`config.mk`:
```
export PLATFORM = sky130hd
export DESIGN_NAME = cau_step
export DESIGN_NICKNAME = d
export VERILOG_FILES = /design/src/hdl/cau_pkg.sv /design/src/hdl/cau_step.sv
export SDC_FILE = /design/constraint.sdc
export NUM_CORES = 1
export LEC_CHECK = 0
export BUFFER_PORTS_ARGS = -buffer_cell sky130_fd_sc_hd__buf_2
export CORE_AREA = 4 4 523 525
export CTS_BUF_LIST = sky130_fd_sc_hd__clkbuf_16
export CTS_CLUSTER_SIZE = 25
export DETAILED_ROUTE_END_ITERATION = 12
export DIE_AREA = 0 0 527 529
export GPL_TIMING_DRIVEN = 0
export HOLD_SLACK_MARGIN = 0.15
export PLACE_DENSITY = 0.3
export SLEW_MARGIN = 20
export SYNTH_ARGS = -nofsm -noshare
export SYNTH_HDL_FRONTEND = slang
export SYNTH_SLANG_ARGS = --single-unit
```
`constraint.sdc`:
```
create_clock -name clk -period 1.3 [get_ports clk]
set_input_delay 0.065 -clock clk [delete_from_list [all_inputs] [get_ports clk]]
set_output_delay 0.065 -clock clk [all_outputs]
set_load 0.02 [all_outputs]
```
`src/hdl/cau_pkg.sv`:
```
// shared types, constants and helper functions of the complex arithmetic unit
// no dependencies; every other file of the unit imports this package

package cau_pkg;

	localparam int IO_W    = 32;            // port width of each operand part
	localparam int DW      = 32;            // internal signed data width
	localparam int FB      = 16;            // fraction bits
	localparam int PW      = 2 * DW;        // full product width
	localparam int DIV_SH  = DW - FB;       // dividend bits above the quotient window
	localparam int CX_W    = 52;            // cordic x/y width
	localparam int CZ_W    = 34;            // cordic angle width, q30
	localparam int CPRE    = 16;            // cordic input prescale
	localparam int N_STEPS = 32;            // iteration stages
	localparam int STEP_W  = $clog2(N_STEPS);

	localparam logic signed [CZ_W-1:0] HALF_PI_Q30 = CZ_W'(1686629713);

	localparam logic [PW:0] SAT_LIM    = (PW+1)'(1) << (DW - 1);
	localparam logic [PW:0] SAT_MAXMAG = SAT_LIM - 1'b1;
	localparam logic [DW-1:0] MIN_VAL  = {1'b1, {(DW-1){1'b0}}};
	localparam logic [DW-1:0] MAX_VAL  = {1'b0, {(DW-1){1'b1}}};

	typedef enum logic [2:0] {
		ACT_ADD,
		ACT_SUB,
		ACT_MUL,
		ACT_DIV,
		ACT_MOD,
		ACT_ARG,
		ACT_CONJ,
		ACT_NONE
	} cau_action_t;

	typedef enum logic [1:0] {
		ST_OK,
		ST_DIV0,
		ST_SAT,
		ST_ARG_UNDEF
	} cau_status_t;

	typedef struct packed {
		cau_action_t        action;
		logic signed [IO_W-1:0] a_re;
		logic signed [IO_W-1:0] a_im;
		logic signed [IO_W-1:0] b_re;
		logic signed [IO_W-1:0] b_im;
	} cau_req_t;

	typedef struct packed {
		logic signed [IO_W-1:0] res_re;
		logic signed [IO_W-1:0] res_im;
		cau_status_t            status;
	} cau_rsp_t;

	typedef struct packed {
		logic          sat;
		logic [DW-1:0] val;
	} cau_sat_t;

	// per-request control carried alongside the iteration stages
	typedef struct packed {
		cau_action_t   action;
		logic [DW-1:0] early_re;
		logic [DW-1:0] early_im;
		logic          early_sat;
		logic          den_zero;
		logic          arg_re0;
		logic          arg_pos;
		logic          arg_zero;
	} cau_tag_t;

	typedef struct packed {
		logic          neg;
		logic          big;
		logic [PW-1:0] rem;
		logic [DW-1:0] q;
		logic [DW-1:0] low;
	} cau_div_t;

	typedef struct packed {
		logic [PW-1:0] rad;
		logic [DW:0]   rem;
		logic [DW-1:0] root;
	} cau_sqrt_t;

	typedef struct packed {
		logic signed [CX_W-1:0] x;
		logic signed [CX_W-1:0] y;
		logic signed [CZ_W-1:0] z;
	} cau_cordic_t;

	typedef struct packed {
		cau_tag_t      tag;
		logic [PW-1:0] den;
		cau_div_t      dre;
		cau_div_t      dim;
		cau_sqrt_t     sq;
		cau_cordic_t   cor;
	} cau_work_t;

	// clamp a sign-magnitude value to the signed data range
	function automatic cau_sat_t cau_sat_sm(input logic neg, input logic [PW:0] mag);
		cau_sat_t r;
		r.sat = 1'b0;
		if (neg) begin
			if (mag > SAT_LIM) begin
				r.sat = 1'b1;
				r.val = MIN_VAL;
			end else begin
				r.val = (~mag[DW-1:0]) + 1'b1;
			end
		end else begin
			if (mag > SAT_MAXMAG) begin
				r.sat = 1'b1;
				r.val = MAX_VAL;
			end else begin
				r.val = mag[DW-1:0];
			end
		end
		return r;
	endfunction

	// clamp a one-bit-wider two's complement value
	function automatic cau_sat_t cau_sat_int(input logic [DW:0] s);
		cau_sat_t r;
		r.sat = s[DW] ^ s[DW-1];
		if (r.sat) begin
			r.val = s[DW] ? MIN_VAL : MAX_VAL;
		end else begin
			r.val = s[DW-1:0];
		end
		return r;
	endfunction

	// atan(2^-i) in q30
	function automatic logic signed [CZ_W-1:0] cau_atan(input logic [STEP_W-1:0] i);
		logic [31:0] v;
		unique case (i)
			5'd0:  v = 32'h3243F6A8;
			5'd1:  v = 32'h1DAC6705;
			5'd2:  v = 32'h0FADBAFC;
			5'd3:  v = 32'h07F56EA6;
			5'd4:  v = 32'h03FEAB76;
			5'd5:  v = 32'h01FFD55B;
			5'd6:  v = 32'h00FFFAAA;
			5'd7:  v = 32'h007FFF55;
			5'd8:  v = 32'h003FFFEA;
			5'd9:  v = 32'h001FFFFD;
			5'd10: v = 32'h000FFFFF;
			5'd11: v = 32'h0007FFFF;
			5'd12: v = 32'h0003FFFF;
			5'd13: v = 32'h0001FFFF;
			5'd14: v = 32'h0000FFFF;
			5'd15: v = 32'h00007FFF;
			5'd16: v = 32'h00003FFF;
			5'd17: v = 32'h00001FFF;
			5'd18: v = 32'h00000FFF;
			5'd19: v = 32'h000007FF;
			5'd20: v = 32'h000003FF;
			5'd21: v = 32'h000001FF;
			5'd22: v = 32'h000000FF;
			5'd23: v = 32'h0000007F;
			5'd24: v = 32'h0000003F;
			5'd25: v = 32'h0000001F;
			5'd26: v = 32'h0000000F;
			5'd27: v = 32'h00000008;
			5'd28: v = 32'h00000004;
			5'd29: v = 32'h00000002;
			5'd30: v = 32'h00000001;
			default: v = 32'h00000000;
		endcase
		return CZ_W'(v);
	endfunction

endpackage

```
`src/hdl/cau_step.sv`:
```
// one iteration stage: restoring divide step on both parts, square root step
// and cordic vectoring step; depends on cau_pkg

module cau_step #(
	parameter int STEP = 0
) (
	input  logic               clk,
	input  logic               arst_n,
	input  logic               prev_vld,
	input  cau_pkg::cau_work_t prev_work,
	output logic               next_vld,
	output cau_pkg::cau_work_t next_work
);
	import cau_pkg::*;

	localparam logic signed [CZ_W-1:0] ANGLE = cau_atan(STEP_W'(STEP));

	logic      v_s1;
	cau_work_t work_s1;
	cau_work_t work_d;
	logic [DW+2:0] sq_rem2, sq_trial, sq_diff;
	logic sq_take;
	logic signed [CX_W-1:0] dx, dy;

	function automatic cau_div_t div_step(input cau_div_t l, input logic [PW-1:0] den);
		cau_div_t r;
		logic [PW:0] rem2;
		logic [PW:0] diff;
		logic take;
		rem2 = {l.rem, l.low[DW-1]};
		diff = rem2 - {1'b0, den};
		take = (rem2 >= {1'b0, den});
		r = l;
		r.rem = take ? diff[PW-1:0] : rem2[PW-1:0];
		r.q   = {l.q[DW-2:0], take};
		r.low = {l.low[DW-2:0], 1'b0};
		return r;
	endfunction

	always_comb begin
		work_d     = prev_work;
		work_d.dre = div_step(prev_work.dre, prev_work.den);
		work_d.dim = div_step(prev_work.dim, prev_work.den);

		// two radicand bits per step
		sq_rem2  = {prev_work.sq.rem, prev_work.sq.rad[PW-1 -: 2]};
		sq_trial = {1'b0, prev_work.sq.root, 2'b01};
		sq_diff  = sq_rem2 - sq_trial;
		sq_take  = (sq_rem2 >= sq_trial);
		work_d.sq.rem  = sq_take ? sq_diff[DW:0] : sq_rem2[DW:0];
		work_d.sq.root = {prev_work.sq.root[DW-2:0], sq_take};
		work_d.sq.rad  = {prev_work.sq.rad[PW-3:0], 2'b00};

		dx = prev_work.cor.y >>> STEP;
		dy = prev_work.cor.x >>> STEP;
		if (!prev_work.cor.y[CX_W-1]) begin
			work_d.cor.x = prev_work.cor.x + dx;
			work_d.cor.y = prev_work.cor.y - dy;
			work_d.cor.z = prev_work.cor.z + ANGLE;
		end else begin
			work_d.cor.x = prev_work.cor.x - dx;
			work_d.cor.y = prev_work.cor.y + dy;
			work_d.cor.z = prev_work.cor.z - ANGLE;
		end
	end

	always_ff @(posedge clk or negedge arst_n) begin
		if (!arst_n) begin
			v_s1 <= 1'b0;
		end else begin
			v_s1 <= prev_vld;
		end
	end

	always_ff @(posedge clk) begin
		work_s1 <= work_d;
	end

	assign next_vld  = v_s1;
	assign next_work = work_s1;

endmodule

```
* Word-level counts from Yosys, hierarchy flattened
Index checks and enable logic that the tools add are counted.
** Operators by class
- Mux-type cells :: 4
- Add/sub/neg operators :: 8
- Order comparisons :: 3
** Operator list (number)
- 138-bit two-way mux :: 1
- 65-bit by 64-bit >= comparator with 1-bit output :: 2
- 64-bit two-way mux :: 2
- 64-bit subtractor :: 2
- 52-bit subtractor :: 2
- 52-bit adder :: 1
- 35-bit by 34-bit >= comparator with 1-bit output :: 1
- 34-bit by 31-bit adder with 34-bit output (second input constant) :: 1
- 34-bit by 31-bit subtractor with 34-bit output (second input constant) :: 1
- 33-bit two-way mux :: 1
- 33-bit subtractor :: 1
** Storage, ports and cells
- Bits of input ports :: 666
- Word-level logic and storage cells :: 41
- Flip-flop bits (word level) :: 660

* Depth between registers and ports, before layout
Gate-level depths: netlist (run 1).
- Depth after elaboration :: 2
- Gate-level depth with buffers :: 18
- Gate-level depth less buffers :: 14

* Worst setup path before layout (run 1)
Ideal clock, no wire load.
- Path type :: input to register
- From :: in prev_work[85] (netlist name)
- To :: reg work_s1, in the netlist next_work[33]
- Arrival time :: 3515 ps
- Slack :: -2288 ps
- Stages on the path :: 15
- Buffers on the path :: 2
- Cell sequence :: inv_1 clkbuf_1 clkbuf_1 ha_1 nor2b_1 o21ai_0 a21boi_1 o31ai_1 a311o_1 o21ai_1 a211oi_1 o311ai_1 a221o_1 a21oi_1 xnor2_1
** RTL lines
- start: declaration :: line cau_step.sv:10 : input cau_pkg::cau_work_t prev_work,
- end signal: assignment :: line cau_step.sv:76 : work_s1 <= work_d;
- end: declaration :: line cau_step.sv:19 : cau_work_t work_s1;

==> results of run 1 <==
[critical path, stage by stage]
cell and delay, ns:
buf_2 0.07, dlygate4sd3_1 0.66, inv_2 0.07, ha_4 0.24, o21a_1 0.15, nor2_4 0.14
o21ai_2 0.07, a21o_1 0.24, a21oi_4 0.23, o2111ai_4 0.16, a31o_4 0.28, a21oi_4 0.19
o31ai_4 0.12, a31oi_4 0.24, buf_12 0.19, clkbuf_16 0.17, mux2_4 0.29
[routing by layer]
metal	share of wire [%]	vias to the layer above
li1	-	19300
met1	37	19700
met2	53	1493
met3	6.7	600
met4	4.0	44
met5	0.11	-
[state kept, by name (all words and copies together) (netlist names)]
register and count:
next_vld 1, next_work 658
[how the worst max path moves through the flow]
| stage | start | to | slack [ns] | cells after the start |
|---|---|---|---|---|
| after floorplan | prev_work[528] | next_work[367] | -1.54 | 13 |
| after global placement | prev_work[548] | next_work[350] | -3.70 | 14 |
| after detailed placement | prev_work[586] | next_work[350] | -3.44 | 14 |
| after CTS | prev_work[529] | next_work[359] | -1.63 | 17 |
| after global routing | prev_work[138] | next_work[187] | -1.62 | 17 |
| final | prev_work[138] | next_work[183] | -1.62 | 17 |
[final cells by class]
cell class	count	area, um2
Sequential cell	659	13200
Clock buffer	99	2480
Antenna cell	48	120
Tap cell	3570	4470
Inverter	318	1320
Clock inverter	70	642
Timing Repair Buffer	2539	19200
Fill cell	29600	202000
Multi-Input combinational cell	2876	24500
Buffer	116	1070
[placed cells by master (no fill, tap or decap), types with 107 or more instances in the layout]
master,netlist,final
o21ai_0,220,131
dlygate4sd3_1,0,969
nand2_1,211,198
clkbuf_16,0,111
ha_1,344,236
buf_4,9,181
buf_2,21,1296
dfxtp_1,658,658
nor2_1,325,238
a21oi_1,486,342
xnor2_1,186,168
a21oi_2,12,107
inv_1,311,278
a21o_1,140,139
[cells in the mapped netlist (77+ instances only)]
| cell | count |
|---|---|
| a21oi_1 | 486 |
| nand2_1 | 211 |
| clkbuf_1 | 96 |
| xor2_1 | 81 |
| o21bai_1 | 77 |
| nor2_1 | 325 |
| o21ai_0 | 220 |
| a21o_1 | 140 |
| ha_1 | 344 |
| xnor2_1 | 186 |
| dfxtp_1 | 658 |
| inv_1 | 311 |
[metrics by stage]
step                TNS [ns]  hold WS [ns]  setup WS, ns  util, %  total power, mW
finish               -389.90        -0.611         -1.62     24.9             81.3
global route         -457.73        -0.674         -1.62     24.9             85.6
CTS                  -464.02        -0.704         -1.63     24.1             81.9
detailed placement   -718.01        -0.159         -3.44     17.7             48.3
global placement     -749.26        -0.158         -3.70     17.7             48.4
floorplan            -318.40        -0.231         -1.54        -             37.5
[cells by family (layout without fill, tap and decap cells)]
kind of cell	count (synthesis)	after routing	synth area share (%)
buffers and inverters	465	3142	5.32
xor gates and xnor gates	267	267	6.69
and+or+nand+nor	931	931	12.6
muxes	79	79	2.62
other	1	52	0.0107
adders and majority gates	350	350	12.7
AOI/OAI and AO/OA	1245	1245	22.3
DFF	659	659	37.8
[power by group]
part	internal (mW)	switching [mW]	total, mW
logic	12.6	17.8	30.4
registers	22.9	1.18	24.1
clock network	15.7	11.0	26.7
[repair_timing]
| action | in CTS | in global routing |
|---|---|---|
| buffers inserted | 160 | 61 |
| endpoints found under the setup margin | 951 | 951 |
| endpoints found under the hold margin | 646 | 233 |
| resized for setup | 701 | 264 |
| cloned | 16 | 4 |
| pin swaps | 180 | 133 |
| hold buffers | 934 | 92 |
==> qor.yml, run 1 <==
synth_top_area_cell: "dfxtp_1"
path_clk_slew_ns: 0.06
dpl-instance-area_mm2: 0.0476
grt_pass1_vias: 42300
maxSlewViolCount: 0
fmax_mhz: 342
cts_num_sinks: 659
cts_tree: "built"
grt_setup_unrepaired: "true"
use_met3_pct: 4.99
initial_core_util_pct: 13.0
die_y_um: 529
critical_path_arrival_ns: 3.59
placement.io_buffers: 1323
drtPass1Iterations: 5
clock-root-buffer: "clkbuf_16"
synthDistinctLibCells: 98
routedWlPerCell_um: 26.2
hold_end: "next_work[589]"
avgSynthCellArea_um2: 8.74
dpl.cell_count: 8895
drc: 0
leakage_nw: 29.5
drt_iter0_drc: 2016
numCtsBuffers: 97
grt_pass1_wl_um: 355000
fin_crit_ns: 2.92
synthCells: 3997
post-route-period-util_pct: 225
synthArstFlopShare_pct: 0.152
status: "complete, but fails checks"
clk_path_buf_depth: 4
synth_area_mm2: 0.0349
grt_antenna_before_repair: 251
avgViaCountPerCell: 4.00
synth_warnings: 0
start_kind: "input pin"
overflow: 0
stdcell_count: 10300
ys_seq_elements: 659
place_hpwl_um: 224000
core_mm2: 0.269
htreeDepth: 3
synth-seq-area-share_pct: 37.8
gr-usage-all-layers_pct: 18.3
worst_slew_pin_slew_ns: 1.17
path_class: "input pin to flip-flop"
final_layout_size_suffix_gt1_share_pct: 37.6
hp-class: "input pin to flip-flop"
setup_violations: 845
grt.busiest_layer: "met2"
fp.dieW_um: 527
p_per_area_mw_per_mm2: 1210
vias: 41200
synth-edff-count: 0
slew_headroom_pct: 22.0
grt_max_degree: 15
fp.dieArea_mm2: 0.279
cap_viol_max_count: 0
hold_ws_ns: -0.611
violations: "negative hold slack, negative setup slack"
synth_top_area_share_pct: 37.7
use_met1_pct: 19.3
hold_depth: 1
critPathMaxFanout: 8
ir_drop_mv: 0.924
netlist_top_cells_area: "dfxtp_1, ha_1, a21oi_1"
use_met2_pct: 35.5
worstPathRequired_ns: 1.97
hold_start: "prev_work[589]"
gp_congestion: 0.859
ant_nets: 0
hold_viol: 141
final_area_mm2: 0.0670
fin_nets: 7623
synth_ff_type: "dfxtp_1"
wirelength_um: 269000
ioPinCount: 1330
area_growth_pct: 91.9
row_count: 191
setup_slack_ns: -1.62
endpoint_kind: "flip-flop"
No activity file was read; power rests on OpenSTA's default activity.
==> inputs of run 2 (changes only) <==
CORE_AREA = 4 4 509 511   (was 4 4 523 525)
DIE_AREA = 0 0 513 515   (was 0 0 527 529)
clock period = 2.4 ns   (was 1.3 ns; I/O delays follow)
==> run 2 against run 1 <==
The flow still finishes with violations (negative hold slack, negative setup slack). Critical path depth is 7 higher. Sequential share of layout area is 0.18 points higher. Total power is 47% lower. Core utilization is 1.3 points higher. Combinational power is 46% lower. Non-clock buffer count is 13 higher. Cell area is 0.92% lower. Clock power is 48% lower. Global-route usage is 0.17 points higher. Critical path type unchanged. Largest cell class unchanged.
==> qor.yml, run 2 (synthesis gave the netlist of run 1 again) <==
status: "complete, but fails checks"
violations: "negative hold slack, negative setup slack"
fmax_mhz: 329
core_mm2: 0.254  # -5.7%
power.switching_mw: 16.1  # -46%
final_layout_size_suffix_gt1_share_pct: 36.2  # -1.4 points
hold_viol: 92  # -35%
seq_power_share_pct: 30.2  # +0.5 points
avgViaCountPerCell: 4.09  # +2.2%
setup.worst_path.end: "next_work[511]"
fin_nets: 7628  # +0.066%
final-seq-area_mm2: 0.0132  # unchanged
wirelength_um: 256000  # -4.9%
power_switching_share_pct: 37.3  # +0.35 points
initial_core_util_pct: 13.8  # +0.79 points
leakage_nw: 29.4  # -0.41%
critical_path_arrival_ns: 3.66  # +0.07 ns
hold_start: "prev_work[529]"
final_common_cell: "buf_2"
grt_pass1_vias: 42500  # +0.49%
slew_headroom_pct: 23.2  # +1.2 points
clk_path_buf_depth: 3  # -1
maxSlewViolCount: 0  # unchanged
setup_violations: 230  # -73%
p_clk_share_pct: 32.0  # -0.9 points
vias: 41300  # +0.43%
row_count: 185  # -3.1%
placement.io_buffers: 1323  # unchanged
cts_num_sinks: 659  # unchanged
cap_viol_max_count: 0  # unchanged
numCtsBuffers: 89  # -8.2%
fp.dieArea_mm2: 0.264  # -5.2%
utilization_pct: 26.2  # +1.3 points
fillers: 27800  # -6.2%
critPathLaunch: "prev_work[529]"
grt_antenna_before_repair: 226  # -10%
gr-usage-all-layers_pct: 18.5  # +0.17 points
largest_reg_flops: 658  # unchanged
drt_iter0_drc: 2002  # -0.69%
critPathMaxFanout: 6  # -2
ir_drop_mv: 0.467  # -49%
hold_ws_ns: -0.497  # +0.114 ns
hp-class: "input pin to flip-flop"
ant_nets: 0  # unchanged
area_growth_pct: 90.2
cts_tree: "built"
ioPinCount: 1330  # unchanged
grt_pass1_wl_um: 344000  # -3.1%
stdcell_count: 10100  # -1.8%
final_area_mm2: 0.0664  # -0.92%
grt_max_degree: 18  # +3
pre_cts_slack_ns: -2.42  # +1.02 ns
fp.dieW_um: 513  # -2.7%
gp_congestion: 0.868  # +1.0%
path_class: "input pin to flip-flop"
drc: 0  # unchanged
worst_slew_pin_slew_ns: 1.15  # -0.0182 ns
dpl-instance-area_mm2: 0.0471  # -1.1%
overflow: 0  # unchanged
multi_input_area_mm2: 0.0242  # -1.1%
path_clk_slew_ns: 0.06  # about the same
fin_tns_setup_ns: -92.11  # +297.79 ns
htreeDepth: 3  # unchanged
post-route-period-util_pct: 127
p_int_mw: 27.1  # -47%
setup_slack_ns: -0.640  # +0.981 ns
dpl.cell_count: 8690  # -2.3%
die_y_um: 515  # -2.6%
layout_common_cells: "buf_2, dlygate4sd3_1, dfxtp_1"
clock-root-buffer: "clkbuf_16"
endpoint_kind: "flip-flop"
grt_setup_unrepaired: "true"
fin_crit_ns: 3.04
comb_power_share_pct: 37.8  # +0.3 points
worstPathRequired_ns: 3.02  # +1.05 ns
routedWlPerCell_um: 25.3  # -3.2%
p_per_area_mw_per_mm2: 649  # -46%
place_hpwl_um: 211000  # -5.7%
start_kind: "input pin"
finalPower_mw: 43.1  # -47%
drtPass1Iterations: 7  # +2
-- run 2: worst max-delay path, cell delays in order --
cell	delay, ns
buf_8	0.08
clkinvlp_4	0.11
buf_6	0.13
buf_6	0.10
buf_6	0.10
ha_4	0.17
a21o_1	0.17
a21oi_2	0.17
o21ai_4	0.10
a211oi_4	0.31
nor4b_4	0.07
buf_4	0.18
o31ai_4	0.19
buf_6	0.16
a211oi_4	0.07
or3_4	0.34
buf_6	0.14
nand2_8	0.08
inv_8	0.04
buf_6	0.12
buf_16	0.15
buf_12	0.14
buf_16	0.14
a21oi_4	0.25
-- run 2: layer usage --
layer	track usage (%)	share of wire [%]	vias to the layer above
met3	4.23	6.1	538
met5	0	0.047	-
met4	7.34	4.6	16
met1	20.2	38	19900
li1	-	-	19300
met2	34.4	51	1509
-- run 2: how the worst min path moves through the flow --
stage          cells after the start             end  slack, ns
4_1_cts                            1  next_work[557]      -0.62
3_3_place_gp                       1        next_vld       -0.1
6_report                           1  next_work[529]      -0.50
3_5_place_dp                       1        next_vld      -0.10
5_1_grt                            1  next_work[529]      -0.57
2_1_floorplan                      0        next_vld      -0.18
-- run 2: final cells by class --
cell class | instances | share of cell area [%]
multi-input cells | 2876 | 36.5
flip-flops and latches | 659 | 19.9
diodes | 63 | 0.237
plain buffers | 122 | 1.53
repair buffers | 2546 | 29.0
well taps | 3366 | 6.34
clock buffers | 89 | 3.35
inverters | 318 | 1.97
clock inverters | 74 | 1.19
-- run 2: what timing repair did --
item                                   4_1_cts  5_1_grt
hold buffers                               955       89
pin swaps                                  175       98
endpoints found under the hold margin      619      158
setup buffers                              167       26
setup endpoints to repair                  236      252
resized for setup                          726      167
gates cloned                                23        2
-- run 2: power by group through the flow --
stage / Clock (mW) / Combinational [mW] / Sequential, mW
floorplan: 0 / 5.36 / 14.9
global placement: 0 / 12.7 / 13.3
detailed placement: 0 / 12.6 / 13.3
CTS: 14.5 / 16.0 / 13.0
global route: 14.8 / 17.4 / 13.2
finish: 13.8 / 16.3 / 13.0
