$ cat src/hdl/cau_pkg.sv
// shared types, constants and helper functions of the complex arithmetic unit
// no dependencies; every other file of the unit imports this package

package cau_pkg;

	localparam int IO_W    = 32;            // port width of each operand part
	localparam int DW      = 32;            // internal signed data width
	localparam int FB      = 16;            // fraction bits
	localparam int PW      = 2 * DW;        // full product width
	localparam int DIV_SH  = DW - FB;       // dividend bits above the quotient window
	localparam int CX_W    = 52;            // cordic x/y width
	localparam int CZ_W    = 34;            // cordic angle width, q30
	localparam int CPRE    = 16;            // cordic input prescale
	localparam int N_STEPS = 32;            // iteration stages
	localparam int STEP_W  = $clog2(N_STEPS);

	localparam logic signed [CZ_W-1:0] HALF_PI_Q30 = CZ_W'(1686629713);

	localparam logic [PW:0] SAT_LIM    = (PW+1)'(1) << (DW - 1);
	localparam logic [PW:0] SAT_MAXMAG = SAT_LIM - 1'b1;
	localparam logic [DW-1:0] MIN_VAL  = {1'b1, {(DW-1){1'b0}}};
	localparam logic [DW-1:0] MAX_VAL  = {1'b0, {(DW-1){1'b1}}};

	typedef enum logic [2:0] {
		ACT_ADD,
		ACT_SUB,
		ACT_MUL,
		ACT_DIV,
		ACT_MOD,
		ACT_ARG,
		ACT_CONJ,
		ACT_NONE
	} cau_action_t;

	typedef enum logic [1:0] {
		ST_OK,
		ST_DIV0,
		ST_SAT,
		ST_ARG_UNDEF
	} cau_status_t;

	typedef struct packed {
		cau_action_t        action;
		logic signed [IO_W-1:0] a_re;
		logic signed [IO_W-1:0] a_im;
		logic signed [IO_W-1:0] b_re;
		logic signed [IO_W-1:0] b_im;
	} cau_req_t;

	typedef struct packed {
		logic signed [IO_W-1:0] res_re;
		logic signed [IO_W-1:0] res_im;
		cau_status_t            status;
	} cau_rsp_t;

	typedef struct packed {
		logic          sat;
		logic [DW-1:0] val;
	} cau_sat_t;

	// per-request control carried alongside the iteration stages
	typedef struct packed {
		cau_action_t   action;
		logic [DW-1:0] early_re;
		logic [DW-1:0] early_im;
		logic          early_sat;
		logic          den_zero;
		logic          arg_re0;
		logic          arg_pos;
		logic          arg_zero;
	} cau_tag_t;

	typedef struct packed {
		logic          neg;
		logic          big;
		logic [PW-1:0] rem;
		logic [DW-1:0] q;
		logic [DW-1:0] low;
	} cau_div_t;

	typedef struct packed {
		logic [PW-1:0] rad;
		logic [DW:0]   rem;
		logic [DW-1:0] root;
	} cau_sqrt_t;

	typedef struct packed {
		logic signed [CX_W-1:0] x;
		logic signed [CX_W-1:0] y;
		logic signed [CZ_W-1:0] z;
	} cau_cordic_t;

	typedef struct packed {
		cau_tag_t      tag;
		logic [PW-1:0] den;
		cau_div_t      dre;
		cau_div_t      dim;
		cau_sqrt_t     sq;
		cau_cordic_t   cor;
	} cau_work_t;

	// clamp a sign-magnitude value to the signed data range
	function automatic cau_sat_t cau_sat_sm(input logic neg, input logic [PW:0] mag);
		cau_sat_t r;
		r.sat = 1'b0;
		if (neg) begin
			if (mag > SAT_LIM) begin
				r.sat = 1'b1;
				r.val = MIN_VAL;
			end else begin
				r.val = (~mag[DW-1:0]) + 1'b1;
			end
		end else begin
			if (mag > SAT_MAXMAG) begin
				r.sat = 1'b1;
				r.val = MAX_VAL;
			end else begin
				r.val = mag[DW-1:0];
			end
		end
		return r;
	endfunction

	// clamp a one-bit-wider two's complement value
	function automatic cau_sat_t cau_sat_int(input logic [DW:0] s);
		cau_sat_t r;
		r.sat = s[DW] ^ s[DW-1];
		if (r.sat) begin
			r.val = s[DW] ? MIN_VAL : MAX_VAL;
		end else begin
			r.val = s[DW-1:0];
		end
		return r;
	endfunction

	// atan(2^-i) in q30
	function automatic logic signed [CZ_W-1:0] cau_atan(input logic [STEP_W-1:0] i);
		logic [31:0] v;
		unique case (i)
			5'd0:  v = 32'h3243F6A8;
			5'd1:  v = 32'h1DAC6705;
			5'd2:  v = 32'h0FADBAFC;
			5'd3:  v = 32'h07F56EA6;
			5'd4:  v = 32'h03FEAB76;
			5'd5:  v = 32'h01FFD55B;
			5'd6:  v = 32'h00FFFAAA;
			5'd7:  v = 32'h007FFF55;
			5'd8:  v = 32'h003FFFEA;
			5'd9:  v = 32'h001FFFFD;
			5'd10: v = 32'h000FFFFF;
			5'd11: v = 32'h0007FFFF;
			5'd12: v = 32'h0003FFFF;
			5'd13: v = 32'h0001FFFF;
			5'd14: v = 32'h0000FFFF;
			5'd15: v = 32'h00007FFF;
			5'd16: v = 32'h00003FFF;
			5'd17: v = 32'h00001FFF;
			5'd18: v = 32'h00000FFF;
			5'd19: v = 32'h000007FF;
			5'd20: v = 32'h000003FF;
			5'd21: v = 32'h000001FF;
			5'd22: v = 32'h000000FF;
			5'd23: v = 32'h0000007F;
			5'd24: v = 32'h0000003F;
			5'd25: v = 32'h0000001F;
			5'd26: v = 32'h0000000F;
			5'd27: v = 32'h00000008;
			5'd28: v = 32'h00000004;
			5'd29: v = 32'h00000002;
			5'd30: v = 32'h00000001;
			default: v = 32'h00000000;
		endcase
		return CZ_W'(v);
	endfunction

endpackage

$ cat src/hdl/cau_back.sv
// back end: quotient, root and angle rounding, then saturation, result
// select and status; depends on cau_pkg

module cau_back (
	input  logic               clk,
	input  logic               arst_n,
	input  logic               vld,
	input  cau_pkg::cau_work_t work,
	output logic               done,
	output cau_pkg::cau_rsp_t  rsp
);
	import cau_pkg::*;

	localparam logic [CZ_W:0] ARG_HALF = (CZ_W+1)'(1) << (29 - FB);

	typedef struct packed {
		logic        neg;
		logic        big;
		logic [DW:0] mag;
	} quo_t;

	logic     v_s1, v_s2;
	cau_tag_t tag_s1;
	quo_t     qre_s1, qim_s1;
	logic [DW:0] sq_mag_s1;
	logic     arg_neg_s1;
	logic [CZ_W:0] arg_mag_s1;
	cau_rsp_t rsp_s2;

	logic [DW:0] sq_mag;
	logic signed [CZ_W-1:0] zsel;
	logic [CZ_W-1:0] zabs;
	logic [CZ_W:0] arg_mag;
	cau_sat_t fre, fim;
	cau_status_t st;

	function automatic quo_t quo_round(input cau_div_t l, input logic [PW-1:0] den);
		quo_t r;
		logic up;
		up    = ({l.rem, 1'b0} >= {1'b0, den});
		r.neg = l.neg;
		r.big = l.big;
		r.mag = {1'b0, l.q} + up;
		return r;
	endfunction

	function automatic cau_sat_t quo_sat(input quo_t v);
		logic [PW:0] m;
		m = v.big ? (SAT_LIM << 1) : (PW+1)'(v.mag);
		return cau_sat_sm(v.neg, m);
	endfunction

	always_comb begin
		sq_mag = {1'b0, work.sq.root} + (work.sq.rem > {1'b0, work.sq.root});
		if (work.tag.arg_re0) begin
			zsel = work.tag.arg_pos ? HALF_PI_Q30 : -HALF_PI_Q30;
		end else begin
			zsel = work.cor.z;
		end
		zabs    = zsel[CZ_W-1] ? (~zsel + 1'b1) : zsel;
		arg_mag = ({1'b0, zabs} + ARG_HALF) >> (30 - FB);
	end

	always_comb begin
		fre = '0;
		fim = '0;
		st  = ST_OK;
		unique case (tag_s1.action)
			ACT_DIV: begin
				if (tag_s1.den_zero) begin
					st = ST_DIV0;
				end else begin
					fre = quo_sat(qre_s1);
					fim = quo_sat(qim_s1);
				end
			end
			ACT_MOD: begin
				fre = cau_sat_sm(1'b0, (PW+1)'(sq_mag_s1));
			end
			ACT_ARG: begin
				if (tag_s1.arg_zero) begin
					st = ST_ARG_UNDEF;
				end else begin
					fre = cau_sat_sm(arg_neg_s1, (PW+1)'(arg_mag_s1));
				end
			end
			default: begin
				fre.val = tag_s1.early_re;
				fim.val = tag_s1.early_im;
				fre.sat = tag_s1.early_sat;
			end
		endcase
		if (st == ST_OK && (fre.sat || fim.sat)) begin
			st = ST_SAT;
		end
	end

	always_ff @(posedge clk or negedge arst_n) begin
		if (!arst_n) begin
			v_s1 <= 1'b0;
			v_s2 <= 1'b0;
		end else begin
			v_s1 <= vld;
			v_s2 <= v_s1;
		end
	end

	always_ff @(posedge clk) begin
		tag_s1     <= work.tag;
		qre_s1     <= quo_round(work.dre, work.den);
		qim_s1     <= quo_round(work.dim, work.den);
		sq_mag_s1  <= sq_mag;
		arg_neg_s1 <= zsel[CZ_W-1];
		arg_mag_s1 <= arg_mag;

		rsp_s2.res_re <= IO_W'($signed(fre.val));
		rsp_s2.res_im <= IO_W'($signed(fim.val));
		rsp_s2.status <= st;
	end

	assign done = v_s2;
	assign rsp  = rsp_s2;

endmodule

$ cat config.mk
export PLATFORM = sky130hd
export DESIGN_NAME = cau_back
export DESIGN_NICKNAME = d
export VERILOG_FILES = /design/src/hdl/cau_pkg.sv /design/src/hdl/cau_back.sv
export SDC_FILE = /design/constraint.sdc
export NUM_CORES = 1
export LEC_CHECK = 0
export BUFFER_PORTS_ARGS = -buffer_cell sky130_fd_sc_hd__buf_2
export CAP_MARGIN = 5
export CORE_AREA = 4 4 279 281
export DETAILED_ROUTE_END_ITERATION = 6
export DIE_AREA = 0 0 283 285
export HOLD_SLACK_MARGIN = 0.1
export PLACE_DENSITY_LB_ADDON = 0.15
export SLEW_MARGIN = 0
export SYNTH_ARGS = -nofsm -noshare
export SYNTH_HDL_FRONTEND = slang
export SYNTH_SLANG_ARGS = --single-unit
$ cat constraint.sdc
create_clock -name clk -period 7.9 [get_ports clk]
set_input_delay 0.79 -clock clk [delete_from_list [all_inputs] [get_ports clk]]
set_output_delay 0.79 -clock clk [all_outputs]
set_load 0.1 [all_outputs]
# Word-level counts from Yosys, hierarchy flattened
# Cells that the tools add are included.
[totals] regBits=263 wordCells=80 inputBits=666 output_inout_bits=67
[op_classes] magnitude_cmp=10 n_eq_ne=3 n_reduce_logical=4 addsub=8 n_bitwise=4 n_mux=31
[ops] op="33-bit 2-to-1 mux" n=8
[ops] op="32-bit 2-to-1 mux" n=6
[ops] op="65-bit by 64-bit greater-or-equal comparator with 1-bit output" n=2
[ops] op="34-bit 2-to-1 mux" n=3
[ops] op="32-bit by 1-bit adder with 33-bit output" n=3
[ops] op="33-bit by 31-bit greater-than comparator with 1-bit output, second input constant" n=3
[ops] op="33-bit one-hot mux with 3 select lines" n=1
[ops] op="32-bit by 1-bit adder with 32-bit output, second input constant" n=3
[ops] op="33-bit by 32-bit greater-than comparator with 1-bit output, second input constant" n=2
[ops] op="32-bit inverter" n=2
[ops] op="32-bit one-hot mux with 2 select lines" n=1
[ops] op="34-bit by 14-bit adder with 35-bit output, second input constant" n=1
[ops] op="34-bit by 1-bit adder with 34-bit output, second input constant" n=1
[ops] op="34-bit inverter" n=1
[ops] op="33-bit by 32-bit greater-than comparator with 1-bit output" n=1
[ops] op="21-bit by 32-bit greater-than comparator with 1-bit output, second input constant" n=1
[ops] op="21-bit inverter with 32-bit output" n=1
[ops] op="21-bit by 31-bit greater-than comparator with 1-bit output, second input constant" n=1
[ops] op="31-bit 2-to-1 mux" n=1
[ops] op="1-bit 2-to-1 mux" n=9
[ops] op="3-bit equality test, second input constant" n=2
[ops] op="2-bit one-hot mux with 2 select lines" n=1
[ops] op="3-bit by 2-bit equality test with 1-bit output, second input constant" n=1
[ops] op="2-bit logical NOT" n=1
[ops] op="4 further kinds" n=4

# Logic depth before layout (Yosys ltp)
# Gate-level depths: netlist of the first run.
[depth] ltp_word=9 ltp_mapped=19

# Worst setup path after synthesis of the first run
# No wires, ideal clock.
[synth_timing] path_kind="input port to flip-flop" start="input work[575] (netlist name)" end="register qre_s1[28] (netlist name)" path_buffers=0 arrival_ps=4215 path_stages=16 setup_ps=118 required_ps=7782 path_slack_ps=3567 cell_sequence="inv_1 -> ha_1 -> nand2_1 -> nor3_1 -> nand3_1 -> or4_1 -> or4_1 -> o221ai_1 -> ha_1 -> nand4_1 -> nor3_1 -> nand3_1 -> nor2_1 -> and2_1 -> nand4_1 -> xnor2_1"
[synth_between] elab_chain_cells=2
[synth_rtl] element="start: declaration" line="cau_back.sv:8" source="input cau_pkg::cau_work_t work,"
[synth_rtl] element="65-bit by 64-bit greater-or-equal comparator with 1-bit output" line="cau_back.sv:40" source="up = ({l.rem, 1'b0} >= {1'b0, den});"
[synth_rtl] element="32-bit by 1-bit adder with 33-bit output" line="cau_back.sv:43" source="r.mag = {1'b0, l.q} + up;"
[synth_rtl] element="end signal: assignment" line="cau_back.sv:110" source="qre_s1 <= quo_round(work.dre, work.den);"
[synth_rtl] element="end: declaration" line="cau_back.sv:24" source="quo_t qre_s1, qim_s1;"
# No other way between the ends.
# A chain may end at the register's enable or synchronous reset.

# Worst setup path in the final report of the first run
[layout_timing] start="input work[569] (netlist name)" end="register qre_s1[27] (netlist name)"
# The elaborated chain is that of the path after synthesis.

==> flow_metrics.env, run 1 <==
export IMPL_track_usage_pct=16.0
export IMPL_routed_top_layer="met5"
export IMPL_met1Wirelength_mm=28.9
export IMPL_wl_per_cell_um=20.0
export IMPL_hold_viol=0
export IMPL_cts_num_sinks=263
export IMPL_route_detailed_drc=0
export IMPL_ys_seq_area_share_pct=32.9
export IMPL_hold_class="in2reg"
export IMPL_nets=3219
export IMPL_max_freq_mhz=197
export IMPL_p_switching_mw=1.29
export IMPL_post_place_ws_ns=2.27
export IMPL_layout_min_cycle_time_ns=5.08
export IMPL_pwr_share_comb_pct=24.7
export IMPL_report_final_slew_viol_count=0
export IMPL_cp_common_cell="nand4_1"
export IMPL_r2r_slack_ns=3.98
export IMPL_intPower_mw=2.60
export IMPL_sw_frac_of_total_pct=33.1
export IMPL_cp_slowest_stage_delay_ns=0.59
export IMPL_grt_pass1_vias=15900
export IMPL_grt_pass1_wl_mm=99.0
export IMPL_grt_max_degree=63
export IMPL_setup_viol=0
export IMPL_dieWidth_um=283
export IMPL_design_portCount=733
export IMPL_async_flop_share_pct=0.760
export IMPL_critical_path_class="in2reg"
export IMPL_pwr_share_seq_pct=38.5
export IMPL_r2r_start="qre_s1[33]"
export IMPL_clkLatencyLatePin_ns=0.60
export IMPL_grt_ovfl_total=0
export IMPL_cts_root_buf="clkbuf_16"
export IMPL_fin_crit_sh_pct=64.3
export IMPL_min_from="work[660]"
export IMPL_totalWireLength_mm=68.0
export IMPL_clockBufferDepth=3
export IMPL_crit_start="work[569]"
export IMPL_cts_resized=0
export IMPL_tritoncts="built"
export IMPL_ant_nets=0
export IMPL_syn_area_mm2=0.0160
export IMPL_finClkSkew_ns=0.0368
export IMPL_max_slew_margin_pct=19.8
export IMPL_dp_hpwl_mm=58.1
export IMPL_synth_edff_count=0
export IMPL_start_kind="primary input"
export IMPL_setup_slack_ns=2.82
export IMPL_cts_setup_buffers=0
export IMPL_utilization_pct=27.5
export IMPL_routabilityCongestion=0.890
export IMPL_tns_ns=0
export IMPL_dieHeight_um=285
export IMPL_path_clk_slew_ns=0.06
export IMPL_cts_htree_levels=1
export IMPL_ys_seq_elements=263
export IMPL_cp_max_fo=4
export IMPL_dr_wl_met2_mm=31.0
export IMPL_drt_pass1_iter_count=5
export IMPL_final_layout_size_suffix_gt1_share_pct=24.6
export IMPL_worst_slew_pin_slew_ns=1.20
export IMPL_syn_inst=1900
export IMPL_initial_core_util_pct=21.3
export IMPL_post_dp_cell_area_mm2=0.0196
export IMPL_worst_ir_drop_vdd_mv=0.151
export IMPL_syn_area_per_cell_um2=8.45
export IMPL_synth_ff_type="dfxtp_1"
export IMPL_cp_slowest_cell="or4_1"
export IMPL_yosysUniqueCellTypes=82
export IMPL_mostFrequentLayoutCell="buf_2"
export IMPL_worstPathArrival_ns=5.57
export IMPL_final_cell_mix="buf_2, dfxtp_1, ha_1"
export IMPL_p_leak_nw=9.45
export IMPL_p_per_area_mw_per_mm2=188
export IMPL_num_vias=15800
export IMPL_max_cap_violations=0
export IMPL_drtIter0Drc=637
export IMPL_final_area_mm2=0.0207
export IMPL_critPathCaptureType="flop"
export IMPL_portBuffers=500
export IMPL_rsz0062_at_grt="no"
export IMPL_crit_required_ns=8.39
export IMPL_area_growth_pct=29.1
export IMPL_core_region_area_mm2=0.0754
export IMPL_cts_buffers=30
export IMPL_std_cell_rows=101
export IMPL_antenna_found_initial=49
export IMPL_crit_chain="buf_2 -> inv_1 -> ha_1 -> nand4_1 -> nor3_1 -> nand3_1 -> or4_1 -> or4_1 -> o221ai_1 -> ha_1 -> nand4_1 -> or2_2 -> nor3_1 -> nand4_1 -> nor2_1 -> xor2_1"
export IMPL_route_met3_wl_mm=5.89
export IMPL_die_area_mm2=0.0807
export IMPL_clockPowerShare_pct=36.8
export IMPL_yosys_warnings=0
export IMPL_status="finished clean"
export IMPL_synth_nets=2736
export IMPL_viasPerCell=4.63
power by group through the flow:
stage                     registers, mW  clock network, mW  logic (mW)
after detailed placement           1.52                  0       0.964
final                              1.50               1.43       0.961
after floorplan                    1.74                  0       0.397
after CTS                          1.50               1.48       0.969
after global placement             1.52                  0       0.958
after global routing               1.51               1.53        1.05
cell families after synthesis:
group                    synth area share, %
AND/OR/NAND/NOR                         21.8
multiplexers                           0.795
adder cells (fa/ha/maj)                 13.3
AO/OA/AOI/OAI                           18.6
XOR/XNOR                                8.35
buffers and inverters                   4.34
other                                 0.0234
flip-flops                              32.9
worst paths after layout:
path / endpoint / cells past startpoint
min in group asynchronous: v_s1 / 2
max in group asynchronous: done / 2
worst min register to register: done / 0
worst max-delay path: qre_s1[27] / 16
worst min-delay path: tag_s1[69] / 1
worst max register to register: rsp[42] / 11
registers in the layout (all words and copies together), names as in the netlist:
register	cells
sq_mag_s1	33
arg_mag_s1	21
tag_s1	70
rsp	66
qre_s1	35
v_s1	1
done	1
arg_neg_s1	1
qim_s1	35
layout make-up:
class                           instances  area (um2)
Inverter                              122         458
Multi-Input combinational cell       1454       10100
Sequential cell                       263        5280
Antenna cell                           23        57.6
Fill cell                            8180       54700
Tap cell                              978        1220
Clock inverter                         10         163
Clock buffer                           45         867
Timing Repair Buffer                  512        2590
timing repair:
item | CTS | global route
endpoints found under the hold margin | 2 | 0
endpoints found under the setup margin | 0 | 0
hold buffers | 1 | 0
metal layers:
| layer | global-route usage, % | vias to the layer above |
|---|---|---|
| li1 | - | 7840 |
| met1 | 19.5 | 7301 |
| met2 | 26.0 | 472 |
| met3 | 6.15 | 124 |
| met4 | 4.73 | 46 |
| met5 | 0 | - |
cell usage after synthesis, types with 36 or more instances:
cell,n,area [um2]
a21o_1,64,480
a21oi_1,118,591
clkbuf_1,52,195
dfxtp_1,261,5230
ha_1,170,2130
inv_1,120,450
nand2_1,126,473
nand2b_1,36,225
nand3_1,55,275
nand4_1,64,400
nor2_1,164,616
nor2b_1,36,225
nor3_1,48,240
o21ai_0,83,415
xnor2_1,106,928
xor2_1,47,412
worst max-delay path: cells and delay by family:
family | cells | cell delay (ns)
AOI/OAI and AO/OA | 1 | 0.44
xor gates and xnor gates | 1 | 0.17
adders and majority gates | 2 | 0.62
buffers and inverters | 2 | 0.15
and+or+nand+nor | 10 | 3.39
stage by stage:
stage	hold WS, ns	cells	power (mW)
CTS	0.250	3383	3.95
detailed placement	0.345	3327	2.49
finish	0.291	3407	3.89
global route	0.254	3391	4.09
floorplan	0.331	1900	2.13
global placement	0.343	3327	2.48
Power figures use the tool's default switching activity.
==> run 2, diff against run 1 <==
--- a/config.mk
+++ b/config.mk
@@ -5,11 +5,12 @@
 export SDC_FILE = /design/constraint.sdc
 export NUM_CORES = 1
 export LEC_CHECK = 0
+export ABC_AREA = 1
 export BUFFER_PORTS_ARGS = -buffer_cell sky130_fd_sc_hd__buf_2
 export CAP_MARGIN = 5
-export CORE_AREA = 4 4 279 281
+export CORE_AREA = 4 4 287 289
 export DETAILED_ROUTE_END_ITERATION = 6
-export DIE_AREA = 0 0 283 285
+export DIE_AREA = 0 0 291 293
 export HOLD_SLACK_MARGIN = 0.1
 export PLACE_DENSITY_LB_ADDON = 0.15
 export SLEW_MARGIN = 0
==> constraint.sdc (replaced) <==
create_clock -name clk -period 4.5 [get_ports clk]
set_input_delay 0.45 -clock clk [delete_from_list [all_inputs] [get_ports clk]]
set_output_delay 0.45 -clock clk [all_outputs]
set_load 0.1 [all_outputs]
==> flow_metrics.env, run 2 <==
export IMPL_status="finished clean"
export IMPL_utilization_pct=30.0
export IMPL_drtIter0Drc=826
export IMPL_crit_required_ns=4.99
export IMPL_finClkSkew_ns=0.0147
export IMPL_tns_ns=0
export IMPL_syn_area_mm2=0.0175
export IMPL_synth_ff_type="dfxtp_1"
export IMPL_ant_nets=0
export IMPL_max_cap_violations=0
export IMPL_portBuffers=500
export IMPL_synth_edff_count=0
export IMPL_cts_buffers=31
export IMPL_r2r_end="rsp[30]"
export IMPL_layout_min_cycle_time_ns=4.07
export IMPL_worst_ir_drop_vdd_mv=0.195
export IMPL_p_leak_nw=12.0
export IMPL_fin_crit_sh_pct=90.5
export IMPL_min_from="work[159]"
export IMPL_nets=4012
export IMPL_critical_path_class="in2reg"
export IMPL_totalWireLength_mm=77.3
export IMPL_hold_class="in2reg"
export IMPL_design_portCount=733
export IMPL_synth_top_area_cell="dfxtp_1"
export IMPL_path_clk_slew_ns=0.05
export IMPL_max_slew_margin_pct=49.6
export IMPL_dp_hpwl_mm=65.7
export IMPL_wl_per_cell_um=18.1
export IMPL_viasPerCell=4.32
export IMPL_die_area_mm2=0.0853
export IMPL_setup_viol=0
export IMPL_dieWidth_um=291
export IMPL_initial_core_util_pct=21.9
export IMPL_clockBufferDepth=3
export IMPL_grt_ovfl_total=0
export IMPL_syn_area_per_cell_um2=7.04
export IMPL_r2r_slack_ns=1.23
export IMPL_async_flop_share_pct=0.760
export IMPL_grt_pass1_wl_mm=115
export IMPL_reg2reg_depth=13
export IMPL_max_freq_mhz=246
export IMPL_cts_num_sinks=263
export IMPL_regMostFlops="tag_s1"
export IMPL_cp_max_fo=3
export IMPL_cts_setup_buffers=0
export IMPL_setup_slack_ns=0.429
export IMPL_worstPathArrival_ns=4.56
export IMPL_yosysUniqueCellTypes=64
export IMPL_start_kind="primary input"
export IMPL_num_vias=18400
export IMPL_post_dp_cell_area_mm2=0.0216
export IMPL_route_detailed_drc=0
export IMPL_grt_pass1_vias=18800
export IMPL_r2r_start="qim_s1[33]"
export IMPL_track_usage_pct=17.3
export IMPL_worst_slew_pin_slew_ns=0.751
export IMPL_routabilityCongestion=0.885
export IMPL_ys_seq_elements=263
export IMPL_final_cell_mix="nand2_1, buf_2, inv_1"
export IMPL_drt_pass1_iter_count=5
export IMPL_area_growth_pct=36.6
export IMPL_yosys_warnings=0
export IMPL_synth_top_area_share_pct=29.8
export IMPL_critPathCaptureType="flop"
export IMPL_mostFrequentLayoutCell="nand2_1"
export IMPL_synth_nets=3325
export IMPL_rsz0062_at_grt="no"
export IMPL_synth_area_leaders="dfxtp_1, ha_1, nand2_1, inv_1, nor2_1"
export IMPL_final_layout_size_suffix_gt1_share_pct=23.3
export IMPL_cts_root_buf="clkbuf_16"
export IMPL_std_cell_rows=104
export IMPL_cts_htree_levels=1
export IMPL_post_place_ws_ns=0.0747
export IMPL_dieHeight_um=293
export IMPL_syn_inst=2489
export IMPL_p_per_area_mw_per_mm2=295
export IMPL_hold_viol=0
export IMPL_tritoncts="built"
export IMPL_grt_max_degree=42
export IMPL_synth_top_cells_by_count="nand2_1, inv_1, dfxtp_1"
export IMPL_report_final_slew_viol_count=0
export IMPL_ys_seq_area_share_pct=30.1
export IMPL_final_area_mm2=0.0240
export IMPL_clkLatencyLatePin_ns=0.58
export IMPL_hold_path_endpoint="sq_mag_s1[21]"
export IMPL_largest_reg_flops=70
export IMPL_core_region_area_mm2=0.0799
export IMPL_worstHoldPathCells=2
export IMPL_antenna_found_initial=28
export IMPL_yosysMostFrequentCell="nand2_1"
[run 2: cell types whose count changed in the layout (fill, tap and decap cells not counted), moves of 32 or more]
| cell | delta |
|---|---|
| a21o_1 | -57 |
| buf_4 | +66 |
| dlygate4sd3_1 | +126 |
| inv_1 | +170 |
| nand2_1 | +424 |
| nand2b_1 | -36 |
| nand3_1 | +127 |
| nor2_1 | +82 |
| nor2_2 | +32 |
| nor2b_1 | -36 |
| xnor2_1 | -81 |
| xor2_1 | +52 |
[run 2: layer usage]
| metal | wire length, um | track usage (%) | part of all wire, % |
|---|---|---|---|
| met5 | 172 | 0 | 0.22 |
| met4 | 1300 | 3.15 | 1.7 |
| met3 | 4890 | 3.97 | 6.3 |
| met2 | 36300 | 30.2 | 47 |
| met1 | 34600 | 22.2 | 45 |
[run 2: logic make-up after synthesis]
family,after synthesis,share of synthesized area [%]
flip-flops,263,30.1
AO/OA/AOI/OAI,308,9.85
adder cells (fa/ha/maj),170,12.1
other,1,0.0214
AND/OR/NAND/NOR,1257,33.1
multiplexers,1,0.0571
buffers and inverters,365,8.58
XOR/XNOR,124,6.19
[run 2: through the flow]
| step | std cells | total power [mW] | hold slack, ns |
|---|---|---|---|
| global placement | 4076 | 4.53 | 0.239 |
| floorplan | 2489 | 3.86 | 0.154 |
| CTS | 4257 | 7.20 | 0.100 |
| global route | 4260 | 7.49 | 0.121 |
| finish | 4267 | 7.08 | 0.130 |
| detailed placement | 4076 | 4.52 | 0.242 |
[run 2: area by class of cell]
| cell class | instances | area, um2 |
|---|---|---|
| Antenna cell | 10 | 25.0 |
| Clock buffer | 44 | 905 |
| Clock inverter | 10 | 113 |
| Fill cell | 8886 | 55900 |
| Inverter | 315 | 1190 |
| Multi-Input combinational cell | 1861 | 10800 |
| Sequential cell | 263 | 5280 |
| Tap cell | 1060 | 1330 |
| Timing Repair Buffer | 704 | 4360 |
[run 2: worst max path at each step]
| stage | from | endpoint | depth (start not counted) |
|---|---|---|---|
| finish | work[144] | sq_mag_s1[22] | 26 |
| global route | work[144] | sq_mag_s1[32] | 28 |
| CTS | work[144] | sq_mag_s1[22] | 26 |
| detailed placement | work[169] | sq_mag_s1[22] | 25 |
| global placement | work[169] | sq_mag_s1[22] | 25 |
| floorplan | work[166] | sq_mag_s1[28] | 23 |
[run 2: power by group]
group	switching, mW	internal, mW
Combinational	1.32	0.631
Clock	1.02	1.50
Sequential	0.0982	2.51
[run 2: critical path, cell delays in order]
cell and delay (ns):
dlygate4sd3_1 0.52, buf_2 0.13, inv_1 0.06, ha_1 0.29
nand4_1 0.16, inv_1 0.19, nand2_1 0.09, o211ai_1 0.19
nand2_1 0.09, o2111ai_1 0.09, nand2_1 0.07, o211ai_1 0.09
nand2_1 0.07, inv_1 0.10, ha_1 0.17, ha_1 0.16
nand2_1 0.05, nor2_1 0.14, nand2_1 0.12, nor4_2 0.23
nand3_1 0.23, buf_4 0.21, inv_1 0.05, nand3_1 0.10
nor4_1 0.25, xor2_1 0.23
[run 2: timing repair]
action	in CTS	in global routing
setup endpoints to repair	0	1
endpoints found under the hold margin	130	0
resized for setup	0	1
hold buffers	127	0
==> run 3, diff against run 2 <==
--- a/config.mk
+++ b/config.mk
@@ -5,14 +5,13 @@
 export SDC_FILE = /design/constraint.sdc
 export NUM_CORES = 1
 export LEC_CHECK = 0
-export ABC_AREA = 1
 export BUFFER_PORTS_ARGS = -buffer_cell sky130_fd_sc_hd__buf_2
 export CAP_MARGIN = 5
-export CORE_AREA = 4 4 287 289
+export CORE_AREA = 4 4 279 281
 export DETAILED_ROUTE_END_ITERATION = 6
-export DIE_AREA = 0 0 291 293
+export DIE_AREA = 0 0 283 285
 export HOLD_SLACK_MARGIN = 0.1
-export PLACE_DENSITY_LB_ADDON = 0.15
+export PLACE_DENSITY = 0.55
 export SLEW_MARGIN = 0
 export SYNTH_ARGS = -nofsm -noshare
 export SYNTH_HDL_FRONTEND = slang
==> constraint.sdc (replaced) <==
create_clock -name clk -period 5.1 [get_ports clk]
set_input_delay 0.51 -clock clk [delete_from_list [all_inputs] [get_ports clk]]
set_output_delay 0.51 -clock clk [all_outputs]
set_load 0.1 [all_outputs]
==> flow_metrics.env, run 3 (same netlist as run 1, synthesis figures left out) <==
export IMPL_min_from="work[325]"
export IMPL_route_detailed_drc=0
export IMPL_hold_path_endpoint="qim_s1[26]"
export IMPL_hold_class="in2reg"
export IMPL_grt_pass1_wl_mm=97.8
export IMPL_max_cap_violations=0
export IMPL_worstPathArrival_ns=4.88
export IMPL_drtIter0Drc=903
export IMPL_portBuffers=500
export IMPL_dieWidth_um=283
export IMPL_grt_pass1_vias=15700
export IMPL_final_layout_size_suffix_gt1_share_pct=24.2
export IMPL_viasPerCell=4.59
export IMPL_totalWireLength_mm=67.1
export IMPL_std_cell_rows=101
export IMPL_max_slew_margin_pct=20.8
export IMPL_cts_htree_levels=1
export IMPL_initial_core_util_pct=21.3
export IMPL_critical_path_class="in2reg"
export IMPL_finClkSkew_ns=0.0120
export IMPL_clkLatencyLatePin_ns=0.58
export IMPL_grt_ovfl_total=0
export IMPL_tritoncts="built"
export IMPL_sw_frac_of_total_pct=32.5
export IMPL_start_kind="primary input"
export IMPL_cts_root_buf="clkbuf_16"
export IMPL_drt_pass1_iter_count=5
export IMPL_worstHoldPathCells=2
export IMPL_rsz0062_at_grt="no"
export IMPL_nets=3297
export IMPL_dp_hpwl_mm=57.2
export IMPL_mostFrequentLayoutCell="buf_2"
export IMPL_cts_setup_buffers=0
export IMPL_pwr_share_seq_pct=37.4
export IMPL_r2r_end="rsp[42]"
export IMPL_regMostFlops="tag_s1"
export IMPL_r2r_slack_ns=1.42
export IMPL_cts_num_sinks=263
export IMPL_use_met1_pct=18.5
export IMPL_critPathCaptureType="flop"
export IMPL_hold_ws_ns=0.133
export IMPL_track_usage_pct=15.7
export IMPL_core_region_area_mm2=0.0754
export IMPL_layout_min_cycle_time_ns=4.39
export IMPL_final_cell_mix="buf_2, dfxtp_1, ha_1"
export IMPL_met2_usage_pct=27.3
export IMPL_use_met3_pct=5.96
export IMPL_fin_crit_sh_pct=86.0
export IMPL_setup_viol=0
export IMPL_clockPowerShare_pct=37.8
export IMPL_clockBufferDepth=3
export IMPL_pwr_share_comb_pct=24.8
export IMPL_antenna_found_initial=50
export IMPL_intPower_mw=4.16
export IMPL_grt_busiest_layer="met2"
export IMPL_num_vias=16000
export IMPL_p_switching_mw=2.00
export IMPL_worst_slew_pin_slew_ns=1.18
export IMPL_dieHeight_um=285
export IMPL_ant_nets=0
export IMPL_path_clk_slew_ns=0.07
export IMPL_hold_viol=0
export IMPL_reg2reg_depth=9
export IMPL_status="finished clean"
export IMPL_cp_max_fo=4
export IMPL_routabilityCongestion=0.973
export IMPL_wl_per_cell_um=19.3
export IMPL_setup_slack_ns=0.713
export IMPL_post_place_ws_ns=0.142
export IMPL_cts_resized=0
export IMPL_design_portCount=733
export IMPL_area_growth_pct=34.2
export IMPL_grt_max_degree=61
export IMPL_postCtsHoldBufs=76
export IMPL_crit_required_ns=5.59
export IMPL_report_final_slew_viol_count=0
export IMPL_max_freq_mhz=228
export IMPL_worst_ir_drop_vdd_mv=0.220
export IMPL_p_per_area_mw_per_mm2=286
export IMPL_tns_ns=0
export IMPL_die_area_mm2=0.0807
export IMPL_cts_buffers=30
export IMPL_largest_reg_flops=70
export IMPL_r2r_start="qre_s1[33]"
export IMPL_p_leak_nw=9.81
[run 3: cell types whose count changed in the layout (fill, tap and decap cells not counted), sizes merged, moves of 15 or more]
cell / before / now
a21o: 7 / 64
a221oi: 2 / 21
a31oi: 4 / 20
buf: 577 / 514
dlygate4sd3: 127 / 76
inv: 311 / 124
nand2: 580 / 126
nand2b: 0 / 36
nand3: 185 / 55
nand4: 81 / 66
nor2: 288 / 166
nor2b: 0 / 36
xnor2: 25 / 106
xor2: 99 / 47
[run 3: metal layers]
metal,routed length (um),up-vias
li1,-,7993
met2,31600,553
met3,6150,129
met1,27200,7281
met5,218,-
met4,1920,30
[run 3: layout make-up]
cell class,count,area (um2)
Sequential cell,263,5280
Timing Repair Buffer,590,3370
Fill cell,8134,53900
Clock inverter,20,290
Inverter,122,458
Tap cell,978,1220
Multi-Input combinational cell,1454,10100
Antenna cell,18,45.0
Clock buffer,36,793
[run 3: worst max-delay path by stage]
stage                         start         end  cells past startpoint
final                     work[504]  qre_s1[27]                     16
after global routing      work[570]  qre_s1[28]                     18
after CTS                 work[504]  qre_s1[28]                     17
after detailed placement  work[504]  qre_s1[28]                     17
after global placement    work[504]  qre_s1[28]                     17
after floorplan           work[575]  qre_s1[28]                     16
[run 3: power by group through the flow]
stage / registers, mW / clock network, mW / logic, mW
6_report: 2.31 / 2.33 / 1.53
5_1_grt: 2.32 / 2.47 / 1.66
4_1_cts: 2.31 / 2.40 / 1.54
3_5_place_dp: 2.35 / 0 / 1.48
3_3_place_gp: 2.35 / 0 / 1.47
2_1_floorplan: 2.69 / 0 / 0.614
[run 3: stage by stage]
stage / util (%) / area [um2] / total power [mW] / std cells
after floorplan: - / 16000 / 3.31 / 1900
after global placement: 26.0 / 19600 / 3.82 / 3331
after detailed placement: 26.0 / 19600 / 3.83 / 3331
after CTS: 28.5 / 21500 / 6.24 / 3463
after global routing: 28.5 / 21500 / 6.45 / 3471
final: 28.5 / 21500 / 6.16 / 3481
[run 3: critical path: stages]
cell and delay [ns]:
buf_2 0.16, ha_1 0.31, nand4_1 0.28, nor3_1 0.30, nand3_1 0.19, or4_1 0.63
or4_1 0.44, o221ai_1 0.34, ha_1 0.28, nand4_1 0.13, or2_2 0.32, nor3_1 0.26
buf_4 0.21, nand4_1 0.17, nor2_1 0.15, xor2_1 0.17
